[config.mk]
export PLATFORM = sky130hd
export DESIGN_NAME = button_debounce_press_classifier_top
export DESIGN_NICKNAME = d
export VERILOG_FILES = /design/src/rtl/bdpc_pkg.sv /design/src/rtl/bdpc_front.sv /design/src/rtl/bdpc_queue.sv /design/src/rtl/bdpc_back.sv /design/src/rtl/button_debounce_press_classifier_top.sv
export SDC_FILE = /design/constraint.sdc
export NUM_CORES = 1
export LEC_CHECK = 0
export BUFFER_PORTS_ARGS = -buffer_cell sky130_fd_sc_hd__buf_2
export CORE_ASPECT_RATIO = 1.75
export CORE_MARGIN = 2
export CORE_UTILIZATION = 45
export DETAILED_ROUTE_END_ITERATION = 16
export PLACE_DENSITY = 0.61
export SYNTH_ARGS = -nofsm -noshare
export SYNTH_HDL_FRONTEND = slang
export SYNTH_HIERARCHICAL = 1
export SYNTH_SLANG_ARGS = --single-unit
[constraint.sdc]
create_clock -name clk_i -period 24.4 [get_ports clk_i]
set_clock_uncertainty 0.1 [all_clocks]
set_input_delay 4.88 -clock clk_i [delete_from_list [all_inputs] [get_ports clk_i]]
set_output_delay 4.88 -clock clk_i [all_outputs]
set_load 0.05 [all_outputs]
[src/rtl/bdpc_pkg.sv]
// shared types, constants and codes for the button debounce press classifier
package bdpc_pkg;

  // width of the time arithmetic, differences wrap modulo 2**TimeBits
  localparam int unsigned TimeBits = 32;

  // register reset values
  localparam logic        RstReleasedLevel = 1'b1;
  localparam logic [15:0] RstDebounceMs    = 16'd15;
  localparam logic [15:0] RstShortMaxMs    = 16'd1000;
  localparam logic [15:0] RstLongMs        = 16'd2000;
  localparam logic [3:0]  RstEventEnable   = 4'hf;

  // event codes as seen on the result channel
  typedef enum logic [1:0] {
    EvPress   = 2'd0,
    EvShort   = 2'd1,
    EvRelease = 2'd2,
    EvLong    = 2'd3
  } evt_e;

  // configuration register indexes
  typedef enum logic [2:0] {
    CfgReleasedLevel = 3'd0,
    CfgDebounceMs    = 3'd1,
    CfgShortMaxMs    = 3'd2,
    CfgLongMs        = 3'd3,
    CfgEventEnable   = 3'd4
  } cfg_idx_e;

  // input beat
  typedef struct packed {
    logic        pin_level;
    logic [31:0] now_ms;
  } in_t;

  // output beat
  typedef struct packed {
    logic [1:0] event_code;
    logic       last_event;
  } out_t;

  // configuration register set
  typedef struct packed {
    logic        released_level;
    logic [15:0] debounce_ms;
    logic [15:0] short_max_ms;
    logic [15:0] long_ms;
    logic [3:0]  event_enable;
  } cfg_t;

  // events produced by one sample, passed from classifier to emitter
  typedef struct packed {
    logic [1:0] count;
    evt_e       code0;
    evt_e       code1;
  } rec_t;

endpackage

[src/rtl/bdpc_front.sv]
// classifier: config registers, debounce and press state, event selection per sample
module bdpc_front (
  input  logic             clk_i,
  input  logic             rst_ni,
  input  logic             cfg_we_i,
  input  logic [2:0]       cfg_idx_i,
  input  logic [15:0]      cfg_wdata_i,
  input  logic             accept_i,
  input  bdpc_pkg::in_t    in_data_i,
  output logic             push_o,
  output bdpc_pkg::rec_t   rec_o
);
  import bdpc_pkg::*;

  cfg_t                cfg_q;
  logic                raw_q, raw_d;
  logic                deb_q, deb_d;
  logic [TimeBits-1:0] deb_start_q, deb_start_d;
  logic                stable_q, stable_d;
  logic                hold_q, hold_d;
  logic [TimeBits-1:0] press_start_q, press_start_d;

  logic [TimeBits-1:0] now;
  logic [TimeBits-1:0] deb_el, press_el, hold_el;
  logic                settle, changed, ev_press, ev_short, ev_release, ev_long, hold_mid;
  rec_t                rec;

  // configuration writes
  always_ff @(posedge clk_i or negedge rst_ni) begin
    if (!rst_ni) begin
      cfg_q.released_level <= RstReleasedLevel;
      cfg_q.debounce_ms    <= RstDebounceMs;
      cfg_q.short_max_ms   <= RstShortMaxMs;
      cfg_q.long_ms        <= RstLongMs;
      cfg_q.event_enable   <= RstEventEnable;
    end else if (cfg_we_i) begin
      case (cfg_idx_e'(cfg_idx_i))
        CfgReleasedLevel: cfg_q.released_level <= cfg_wdata_i[0];
        CfgDebounceMs:    cfg_q.debounce_ms    <= cfg_wdata_i;
        CfgShortMaxMs:    cfg_q.short_max_ms   <= cfg_wdata_i;
        CfgLongMs:        cfg_q.long_ms        <= cfg_wdata_i;
        CfgEventEnable:   cfg_q.event_enable   <= cfg_wdata_i[3:0];
        default: ;
      endcase
    end
  end

  assign now = in_data_i.now_ms[TimeBits-1:0];

  // debounce: a level change restarts the timer
  always_comb begin
    raw_d       = in_data_i.pin_level;
    deb_d       = deb_q;
    deb_start_d = deb_start_q;
    if (in_data_i.pin_level != raw_q) begin
      deb_d       = 1'b1;
      deb_start_d = now;
    end
    deb_el = now - deb_start_d;
    settle = deb_d && (deb_el >= TimeBits'(cfg_q.debounce_ms));
    if (settle) begin
      deb_d = 1'b0;
    end
    stable_d = settle ? in_data_i.pin_level : stable_q;
  end

  // press classification against the accepted level
  always_comb begin
    changed    = stable_d != stable_q;
    ev_press   = changed && (stable_d != cfg_q.released_level);
    ev_release = changed && !ev_press;
    press_el   = now - press_start_q;
    ev_short   = ev_release && (press_el <= TimeBits'(cfg_q.short_max_ms));
    hold_el    = ev_press ? '0 : press_el;
    hold_mid   = ev_press ? 1'b1 : (ev_release ? 1'b0 : hold_q);
    ev_long    = hold_mid && (hold_el >= TimeBits'(cfg_q.long_ms));
    hold_d     = hold_mid && !ev_long;
    press_start_d = ev_press ? now : press_start_q;
  end

  // pack enabled events in order: press, short, release, long
  always_comb begin
    rec.count = 2'd0;
    rec.code0 = EvPress;
    rec.code1 = EvPress;
    if (ev_press && cfg_q.event_enable[EvPress]) begin
      rec.code0 = EvPress;
      rec.count = 2'd1;
    end
    if (ev_short && cfg_q.event_enable[EvShort]) begin
      rec.code0 = EvShort;
      rec.count = 2'd1;
    end
    if (ev_release && cfg_q.event_enable[EvRelease]) begin
      if (rec.count == 2'd0) begin
        rec.code0 = EvRelease;
      end else begin
        rec.code1 = EvRelease;
      end
      rec.count = rec.count + 2'd1;
    end
    if (ev_long && cfg_q.event_enable[EvLong]) begin
      if (rec.count == 2'd0) begin
        rec.code0 = EvLong;
      end else begin
        rec.code1 = EvLong;
      end
      rec.count = rec.count + 2'd1;
    end
  end

  assign rec_o  = rec;
  assign push_o = accept_i && (rec.count != 2'd0);

  // state update on each accepted sample
  always_ff @(posedge clk_i or negedge rst_ni) begin
    if (!rst_ni) begin
      raw_q         <= RstReleasedLevel;
      deb_q         <= 1'b0;
      deb_start_q   <= '0;
      stable_q      <= RstReleasedLevel;
      hold_q        <= 1'b0;
      press_start_q <= '0;
    end else if (accept_i) begin
      raw_q         <= raw_d;
      deb_q         <= deb_d;
      deb_start_q   <= deb_start_d;
      stable_q      <= stable_d;
      hold_q        <= hold_d;
      press_start_q <= press_start_d;
    end
  end

  // a level that has settled is the latest raw level
  assert property (@(posedge clk_i) disable iff (!rst_ni) !deb_q |-> (stable_q == raw_q))
    else $error("settled level differs from raw level");
  // a release is never followed in the same sample by a long press
  assert property (@(posedge clk_i) disable iff (!rst_ni) !(ev_release && ev_long))
    else $error("release and long press from one sample");
  // a push never carries more than two events
  assert property (@(posedge clk_i) disable iff (!rst_ni) push_o |-> (rec_o.count <= 2'd2))
    else $error("record holds more than two events");

endmodule

[src/rtl/bdpc_queue.sv]
// two-entry queue of event records between classifier and emitter
module bdpc_queue (
  input  logic           clk_i,
  input  logic           rst_ni,
  input  logic           push_i,
  input  bdpc_pkg::rec_t push_data_i,
  output logic           full_o,
  input  logic           pop_i,
  output logic           head_valid_o,
  output bdpc_pkg::rec_t head_o
);
  import bdpc_pkg::*;

  rec_t       entry_q [2];
  logic       wr_ptr_q, rd_ptr_q;
  logic [1:0] cnt_q, cnt_d;

  assign full_o       = cnt_q == 2'd2;
  assign head_valid_o = cnt_q != 2'd0;
  assign head_o       = entry_q[rd_ptr_q];

  // entry storage
  always_ff @(posedge clk_i) begin
    if (push_i) begin
      entry_q[wr_ptr_q] <= push_data_i;
    end
  end

  // fill count
  always_comb begin
    cnt_d = cnt_q;
    if (push_i && !pop_i) begin
      cnt_d = cnt_q + 2'd1;
    end else if (pop_i && !push_i) begin
      cnt_d = cnt_q - 2'd1;
    end
  end

  // pointers
  always_ff @(posedge clk_i or negedge rst_ni) begin
    if (!rst_ni) begin
      wr_ptr_q <= 1'b0;
      rd_ptr_q <= 1'b0;
      cnt_q    <= 2'd0;
    end else begin
      if (push_i) begin
        wr_ptr_q <= !wr_ptr_q;
      end
      if (pop_i) begin
        rd_ptr_q <= !rd_ptr_q;
      end
      cnt_q <= cnt_d;
    end
  end

  assert property (@(posedge clk_i) disable iff (!rst_ni) !(push_i && full_o))
    else $error("push into full queue");
  assert property (@(posedge clk_i) disable iff (!rst_ni) pop_i |-> head_valid_o)
    else $error("pop from empty queue");
  assert property (@(posedge clk_i) disable iff (!rst_ni) cnt_q <= 2'd2)
    else $error("queue count out of range");
  // pointers stay apart by exactly the fill count
  assert property (@(posedge clk_i) disable iff (!rst_ni)
      (cnt_q == 2'd1) == (wr_ptr_q != rd_ptr_q))
    else $error("queue pointers disagree with count");

endmodule

[src/rtl/bdpc_back.sv]
// emitter: walks each record one event per cycle into the output register while the receiver does not stall
module bdpc_back (
  input  logic           clk_i,
  input  logic           rst_ni,
  input  logic           head_valid_i,
  input  bdpc_pkg::rec_t head_i,
  output logic           pop_o,
  output logic           out_valid_o,
  input  logic           out_stall_i,
  output bdpc_pkg::out_t out_data_o
);
  import bdpc_pkg::*;

  logic out_valid_q, out_valid_d;
  out_t out_q, out_d;
  logic idx_q, idx_d;
  logic load, last;

  assign load = !out_valid_q || !out_stall_i;
  assign last = idx_q || (head_i.count == 2'd1);

  // next beat selection
  always_comb begin
    out_valid_d = out_valid_q;
    out_d       = out_q;
    idx_d       = idx_q;
    pop_o       = 1'b0;
    if (load) begin
      out_valid_d = head_valid_i;
      if (head_valid_i) begin
        out_d.event_code = idx_q ? head_i.code1 : head_i.code0;
        out_d.last_event = last;
        idx_d            = !last;
        pop_o            = last;
      end
    end
  end

  // output register
  always_ff @(posedge clk_i or negedge rst_ni) begin
    if (!rst_ni) begin
      out_valid_q <= 1'b0;
      idx_q       <= 1'b0;
    end else begin
      out_valid_q <= out_valid_d;
      idx_q       <= idx_d;
    end
  end

  always_ff @(posedge clk_i) begin
    out_q <= out_d;
  end

  assign out_valid_o = out_valid_q;
  assign out_data_o  = out_q;

  // second event of a record only follows a non-final first one
  assert property (@(posedge clk_i) disable iff (!rst_ni) idx_q |-> head_valid_i)
    else $error("record index set with empty queue");
  assert property (@(posedge clk_i) disable iff (!rst_ni)
      idx_q |-> (head_i.count == 2'd2))
    else $error("second event of single-event record");
  assert property (@(posedge clk_i) disable iff (!rst_ni)
      (out_valid_q && !out_q.last_event) |-> idx_q)
    else $error("non-final beat shown without pending second event");

endmodule

[src/rtl/button_debounce_press_classifier_top.sv]
// top level of the button debounce and press classifier
//
// Input channel: in_valid_i / in_stall_o / in_data_i, one beat per pin sample
// carrying the raw level and the millisecond time. Output channel:
// out_valid_o / out_stall_i / out_data_o, one beat per event (press, short,
// release, long); last_event marks the final event of a sample. A sample
// causes zero, one or two events; one that causes none gives no beat.
// A beat moves at a rising edge with valid high and stall low.
// An event passes from the record queue into the output register; the second
// event of a sample follows the first. The classifier takes a sample
// every cycle while the two-entry record queue has room; the emitter gives
// one event per cycle while the receiver does not stall.
// Configuration is a plain write port (cfg_we_i, cfg_idx_i, cfg_wdata_i);
// the user must write it only while idle, the block does not enforce this;
// indexes above four are ignored.
// Reset clears the queue and output register and loads register defaults;
// the raw and accepted levels start at the released level. When the
// receiver stalls, the shown event holds, the queue fills and then
// in_stall_o rises.
module button_debounce_press_classifier_top (
  input  logic           clk_i,
  input  logic           rst_ni,
  input  logic           cfg_we_i,
  input  logic [2:0]     cfg_idx_i,
  input  logic [15:0]    cfg_wdata_i,
  input  logic           in_valid_i,
  output logic           in_stall_o,
  input  bdpc_pkg::in_t  in_data_i,
  output logic           out_valid_o,
  input  logic           out_stall_i,
  output bdpc_pkg::out_t out_data_o
);
  import bdpc_pkg::*;

  logic accept, push, full, pop, head_valid;
  rec_t rec, head;

  assign in_stall_o = full;
  assign accept     = in_valid_i && !full;

  // classifier
  bdpc_front u_front (
    .clk_i      (clk_i),
    .rst_ni     (rst_ni),
    .cfg_we_i   (cfg_we_i),
    .cfg_idx_i  (cfg_idx_i),
    .cfg_wdata_i(cfg_wdata_i),
    .accept_i   (accept),
    .in_data_i  (in_data_i),
    .push_o     (push),
    .rec_o      (rec)
  );

  // record queue
  bdpc_queue u_queue (
    .clk_i       (clk_i),
    .rst_ni      (rst_ni),
    .push_i      (push),
    .push_data_i (rec),
    .full_o      (full),
    .pop_i       (pop),
    .head_valid_o(head_valid),
    .head_o      (head)
  );

  // event emitter
  bdpc_back u_back (
    .clk_i       (clk_i),
    .rst_ni      (rst_ni),
    .head_valid_i(head_valid),
    .head_i      (head),
    .pop_o       (pop),
    .out_valid_o (out_valid_o),
    .out_stall_i (out_stall_i),
    .out_data_o  (out_data_o)
  );

endmodule

==> results.json, run 1 <==
{
  "status": "finished, final reports clean",
  "avgSynthCellArea_sq_um": 8.94,
  "rows": 76,
  "irDropWorstVdd_uv": 64.8,
  "synth_area_leaders": "dfrtp_1 23%, ha_1 12%, mux2_2 7.6%",
  "cts_sinks": 142,
  "critPathKind": "primary input to flop",
  "grt_usage_pct": 24.4,
  "critPathMostFrequentCell": "a21o_1",
  "synth_top_family_by_area": "compound AO/OA/AOI/OAI gates",
  "slew_headroom_pct": 29.0,
  "antenna_found_initial": 1,
  "hp-class": "flop to flop",
  "cts_resized": 0,
  "cts_tree": "built",
  "cpMaxStageDelayCell": "nand3_1",
  "cts_made_buffers": 17,
  "cp.required_ns": 24.38,
  "syn_inst": 1267,
  "rsz0062_at_grt": "false",
  "syn-cell-area_sq_mm": 0.0113,
  "areaGrowthSynthToFinish_pct": 9.39,
  "drive_gt1_share_pct": 17.3,
  "ys_seq_elements": 142,
  "grt_pass1_wl_um": 48300,
  "finalSetupViolations": 0,
  "cp-start-kind": "primary input",
  "drc": 0,
  "fill_cells": 2477,
  "initial_utilization_pct": 45.8,
  "grt_max_degree": 80,
  "yosysTopAreaCell": "dfrtp_1",
  "muxShareOfSynthArea_pct": 10.0,
  "synth_compound_area_share_pct": 20.3,
  "routed-via-count": 9256,
  "synth-edff-count": 15,
  "synth_fa_ha_area_share_pct": 12.3,
  "path_max_fanout": 31,
  "synth_top_area_share_pct": 23.0,
  "tightestPinTransition_ns": 1.06,
  "wirelength_um": 30800,
  "numPortBuffers": 61,
  "die_h_um": 214,
  "finalSetupTns_ns": 0,
  "ant_nets": 0,
  "drv_slew": 0,
  "nNetsFinal": 1462,
  "ys_types": 89,
  "maxCapViolCount": 0,
  "globalplace.congestion": 0.969,
  "yosysMostFrequentCell": "nand2_1",
  "yosysWarnings": 6,
  "async_reset_ff_share_pct": 89.4,
  "synth_ff_type": "dfrtp_1",
  "clk_latency_ns": 0.45,
  "end_kind": "flop",
  "synth_seq_area_share_pct": 32.3,
  "timing.hold.ws_ns": 0.382,
  "dieArea_sq_mm": 0.0265,
  "critPathArrivalTime_ns": 14.20,
  "htree_num_levels": 4,
  "grt.overflow.total": 0,
  "post_drt_wl_per_cell_um": 19.0,
  "firstDrtPassIters": 5,
  "synthSimpleGateAreaFrac_pct": 14.6,
  "cts_root_buf": "clkbuf_16",
  "synth_common_cells": "111 x nand2_1, 110 x inv_1, 105 x ha_1",
  "min_period_over_period_pct": 58.3,
  "synth_xor_xnor_area_share_pct": 4.62,
  "cts_hold_buf": 0,
  "viasPerCell": 5.70,
  "hpwl_um": 24400,
  "fp.dieW_um": 124,
  "fmax_ghz": 0.0703,
  "period_minus_slack_ns": 14.22,
  "coreArea_sq_mm": 0.0247,
  "design_power_total_uw": 1740,
  "cpPeakStageDelay_ns": 0.53,
  "powerDensity_mw_per_mm2": 141,
  "clk_pin_slew_ns": 0.06,
  "num_antenna_cells": 0,
  "cts_buffer_depth": 2,
  "power_leakage_uw": 0.00558,
  "synth_nets": 1430,
  "post_cts_buffers": 0,
  "finalHoldViolCount": 0,
  "ioPinCount": 62,
  "drt-initial-drc-count": 377,
  "grt_pass1_vias": 9255
}
cell families after synthesis:
logic type,count (synthesis)
simple gates,336
mux,103
compound gates,353
fa+ha+maj,112
xor+xnor,58
flops,142
buf+inv,163
layout make-up:
| type | instances | area, sq um | area share, % |
|---|---|---|---|
| Multi-Input combinational cell | 962 | 7030 | 56.7 |
| Sequential cell | 142 | 3660 | 29.5 |
| Clock buffer | 18 | 429 | 3.46 |
| Inverter | 110 | 413 | 3.33 |
| Tap cell | 312 | 390 | 3.15 |
| Timing Repair Buffer | 66 | 349 | 2.82 |
| Clock inverter | 14 | 120 | 0.969 |
power breakdown:
group / internal, uW / switching (uW)
combinational: 478 / 636
sequential: 333 / 49.6
clock: 139 / 109
total: 950 / 795
critical path: cells and delay by family:
| family | cells | cell delay, ns |
|---|---|---|
| adders and majority gates | 4 | 1.07 |
| and+or+nand+nor | 11 | 3.00 |
| muxes | 1 | 0.36 |
| AOI/OAI and AO/OA | 19 | 3.95 |
| buffers and inverters | 3 | 0.63 |
| xor gates and xnor gates | 2 | 0.28 |
layout by cell type, fill, tap and decap left out, types with 23 or more instances in the layout:
cell type,n
a21o_1,36
a21oi_1,85
buf_2,60
dfrtp_1,104
dfstp_2,23
ha_1,105
inv_1,110
mux2_2,76
mux2i_1,25
nand2_1,111
nor2_1,70
o21ai_0,94
xnor2_1,33
xor2_1,23
metrics by stage:
step / std cells / worst slack, ns / cell area, sq um / utilization [%]
detailed placement: 1592 / 9.80 / 11800 / 47.9
finish: 1624 / 10.18 / 12400 / 50.1
global route: 1624 / 9.54 / 12400 / 50.1
CTS: 1624 / 10.22 / 12400 / 50.1
global placement: 1592 / 9.98 / 11800 / 47.9
floorplan: 1267 / 10.56 / 11300 / -
final timing paths:
check	slack [ns]	from	depth (start not counted)	end
worst max register to register	14.25	u_front/raw_q	39	u_queue/entry_q[0][3]
worst min-delay path	0.38	u_queue/cnt_q[1]	1	u_queue/cnt_q[1]
worst max-delay path	10.18	in_data_i[32]	40	u_queue/entry_q[0][3]
max in group asynchronous	18.50	rst_ni	2	u_front/cfg_q[42]
worst min register to register	0.38	u_queue/cnt_q[1]	1	u_queue/cnt_q[1]
min in group asynchronous	4.29	rst_ni	1	u_queue/cnt_q[0]
state kept, by name, summed over array words and instances, names as in the netlist:
register / flops
u_front/hold_q: 1
u_back/out_valid_o: 1
u_queue/entry_q: 12
u_back/out_data_o: 3
u_back/idx_q: 1
u_queue/rd_ptr_q: 1
u_front/deb_q: 1
u_queue/wr_ptr_q: 1
u_front/cfg_q: 53
u_queue/cnt_q: 2
u_front/press_start_q: 32
u_front/stable_q: 1
u_front/raw_q: 1
u_front/deb_start_q: 32
per-layer routing:
layer	wire (um)	share of wire (%)	track usage, %	vias to the layer above
met3	818	2.7	3.35	84
met4	1920	6.2	15.4	2
li1	-	-	-	4586
met5	13	0.042	0	-
met1	11500	37	24.5	4382
met2	16600	54	46.1	202
No activity file was read; power rests on OpenSTA's default activity.
==> run 2: changes to the inputs <==
Settings changed: PLACE_DENSITY 0.61 to 0.63.
Clock period 24.4 ns to 12.1 ns, I/O delays scaled along.
==> results.json, run 2 (same netlist as run 1, synthesis figures left out) <==
{
  "r2r_slack_ns": 2.61,
  "path_max_fanout": 15,
  "drive_gt1_share_pct": 17.4,
  "rsz0062_at_grt": "false",
  "timing.hold.ws_ns": 0.379,
  "finalHoldViolCount": 0,
  "slew_headroom_pct": 34.8,
  "top_regs": "u_front/cfg_q x53, u_front/deb_start_q x32, u_front/press_start_q x32",
  "instances_no_fill": 1627,
  "rows": 76,
  "cts_tree": "built",
  "reg2regPathDepth": 38,
  "num_antenna_cells": 0,
  "cts_made_buffers": 17,
  "drt-initial-drc-count": 447,
  "tightestPinTransition_ns": 0.978,
  "die_h_um": 214,
  "most-common-layout-cells": "111 x nand2_1, 110 x inv_1, 105 x ha_1, 104 x dfrtp_1, 94 x o21ai_0",
  "cts_root_buf": "clkbuf_16",
  "cpMaxStageDelayCell": "or4b_1",
  "htree_num_levels": 4,
  "irDropWorstVdd_uv": 121,
  "hpwl_um": 24500,
  "dieArea_sq_mm": 0.0265,
  "clk_pin_slew_ns": 0.06,
  "final_common_cell": "nand2_1",
  "grt_max_degree": 87,
  "drc": 0,
  "antenna_found_initial": 0,
  "period_minus_slack_ns": 11.15,
  "viasPerCell": 5.71,
  "cp.required_ns": 12.09,
  "status": "finished, final reports clean",
  "coreArea_sq_mm": 0.0247,
  "ant_nets": 0,
  "fmax_ghz": 0.0897,
  "fp.dieW_um": 124,
  "place_ws_ns": 0.520,
  "drv_slew": 0,
  "largest_reg_flops": 53,
  "firstDrtPassIters": 6,
  "numPortBuffers": 61,
  "grt_pass1_vias": 9390,
  "cts_buffer_depth": 2,
  "cp-startpoint": "in_data_i[32]",
  "regMostFlops": "u_front/cfg_q",
  "ioPinCount": 62,
  "powerDensity_mw_per_mm2": 287,
  "post_cts_buffers": 0,
  "cpPeakStageDelay_ns": 0.46,
  "grt_pass1_wl_um": 48900,
  "wirelength_um": 31000,
  "finalSetupViolations": 0,
  "cts_resized": 0,
  "critPathMostFrequentCell": "a21o_1",
  "areaGrowthSynthToFinish_pct": 10.1,
  "critPathArrivalTime_ns": 11.14,
  "placed_cells": 1595,
  "setup_ws_ns": 0.949,
  "routed-via-count": 9287,
  "finalSetupTns_ns": 0,
  "post_drt_wl_per_cell_um": 19.1,
  "end_kind": "flop",
  "grt_usage_pct": 24.4,
  "cts_sinks": 142,
  "reg2reg_from": "u_front/raw_q",
  "cp-start-kind": "primary input",
  "globalplace.congestion": 0.918,
  "hp-class": "flop to flop",
  "endpoint": "u_queue/entry_q[0][2]",
  "critPathKind": "primary input to flop",
  "initial_utilization_pct": 45.8,
  "nNetsFinal": 1465,
  "r2r-end": "u_queue/entry_q[0][2]",
  "grt.overflow.total": 0,
  "maxCapViolCount": 0,
  "min_period_over_period_pct": 92.2,
  "power_leakage_uw": 0.00562,
  "clk_latency_ns": 0.45,
  "cts_hold_buf": 0
}
==> run 2: changes by cell type in the layout (fill, tap and decap cells not counted), sizes merged <==
cell      delta
buf          +3
bufinv       +2
clkinvlp     +1
clkbuf       +4
clkinv       -7
==> run 2: worst min-delay path by stage <==
stage / startpoint / endpoint / slack (ns) / cells past startpoint
6_report: u_queue/cnt_q[1] / u_queue/cnt_q[1] / 0.38 / 1
5_1_grt: u_queue/cnt_q[1] / u_queue/cnt_q[1] / 0.40 / 1
4_1_cts: u_queue/cnt_q[1] / u_queue/cnt_q[1] / 0.38 / 1
3_5_place_dp: u_queue/cnt_q[1] / u_queue/cnt_q[1] / 0.37 / 1
3_3_place_gp: u_queue/cnt_q[1] / u_queue/cnt_q[1] / 0.37 / 1
2_1_floorplan: u_queue/cnt_q[1] / u_queue/cnt_q[1] / 0.35 / 1
==> run 2: metal layers <==
| metal | up-vias | global-route usage [%] | wire length [um] |
|---|---|---|---|
| met3 | 63 | 3.48 | 863 |
| met1 | 4432 | 25.0 | 11700 |
| met2 | 190 | 47.6 | 17200 |
| li1 | 4602 | - | - |
| met4 | 0 | 11.3 | 1220 |
| met5 | - | 0 | 0 |
==> run 2: metrics by stage <==
stage               utilization [%]  total power (uW)  area (sq um)
floorplan                         -              2480         11300
global placement               48.0              2980         11900
detailed placement             48.0              3020         11900
CTS                            50.4              3590         12500
global route                   50.4              3890         12500
finish                         50.4              3580         12500
==> run 2: power breakdown <==
| part | leakage (uW) | switching, uW | internal (uW) |
|---|---|---|---|
| Sequential | 0.00161 | 101 | 671 |
| Combinational | 0.00372 | 1290 | 967 |
| Clock | 0.000283 | 215 | 335 |
| Total | 0.00562 | 1610 | 1970 |
==> run 2: cell type report <==
type | count | area (sq um)
fill | 2365 | 12300
tap | 312 | 390
sequential | 142 | 3660
inverter | 110 | 413
clock inverter | 10 | 139
clock buffer | 22 | 464
timing repair buffer | 69 | 372
multi-input combinational | 962 | 7030
==> run 2: worst max-delay path, delay by kind of cell <==
family          cells  cell delay [ns]
simple gates       10             2.55
mux                 1             0.33
buf+inv             3             0.48
fa+ha+maj           4             1.00
compound gates     19             3.92
xor+xnor            2             0.44
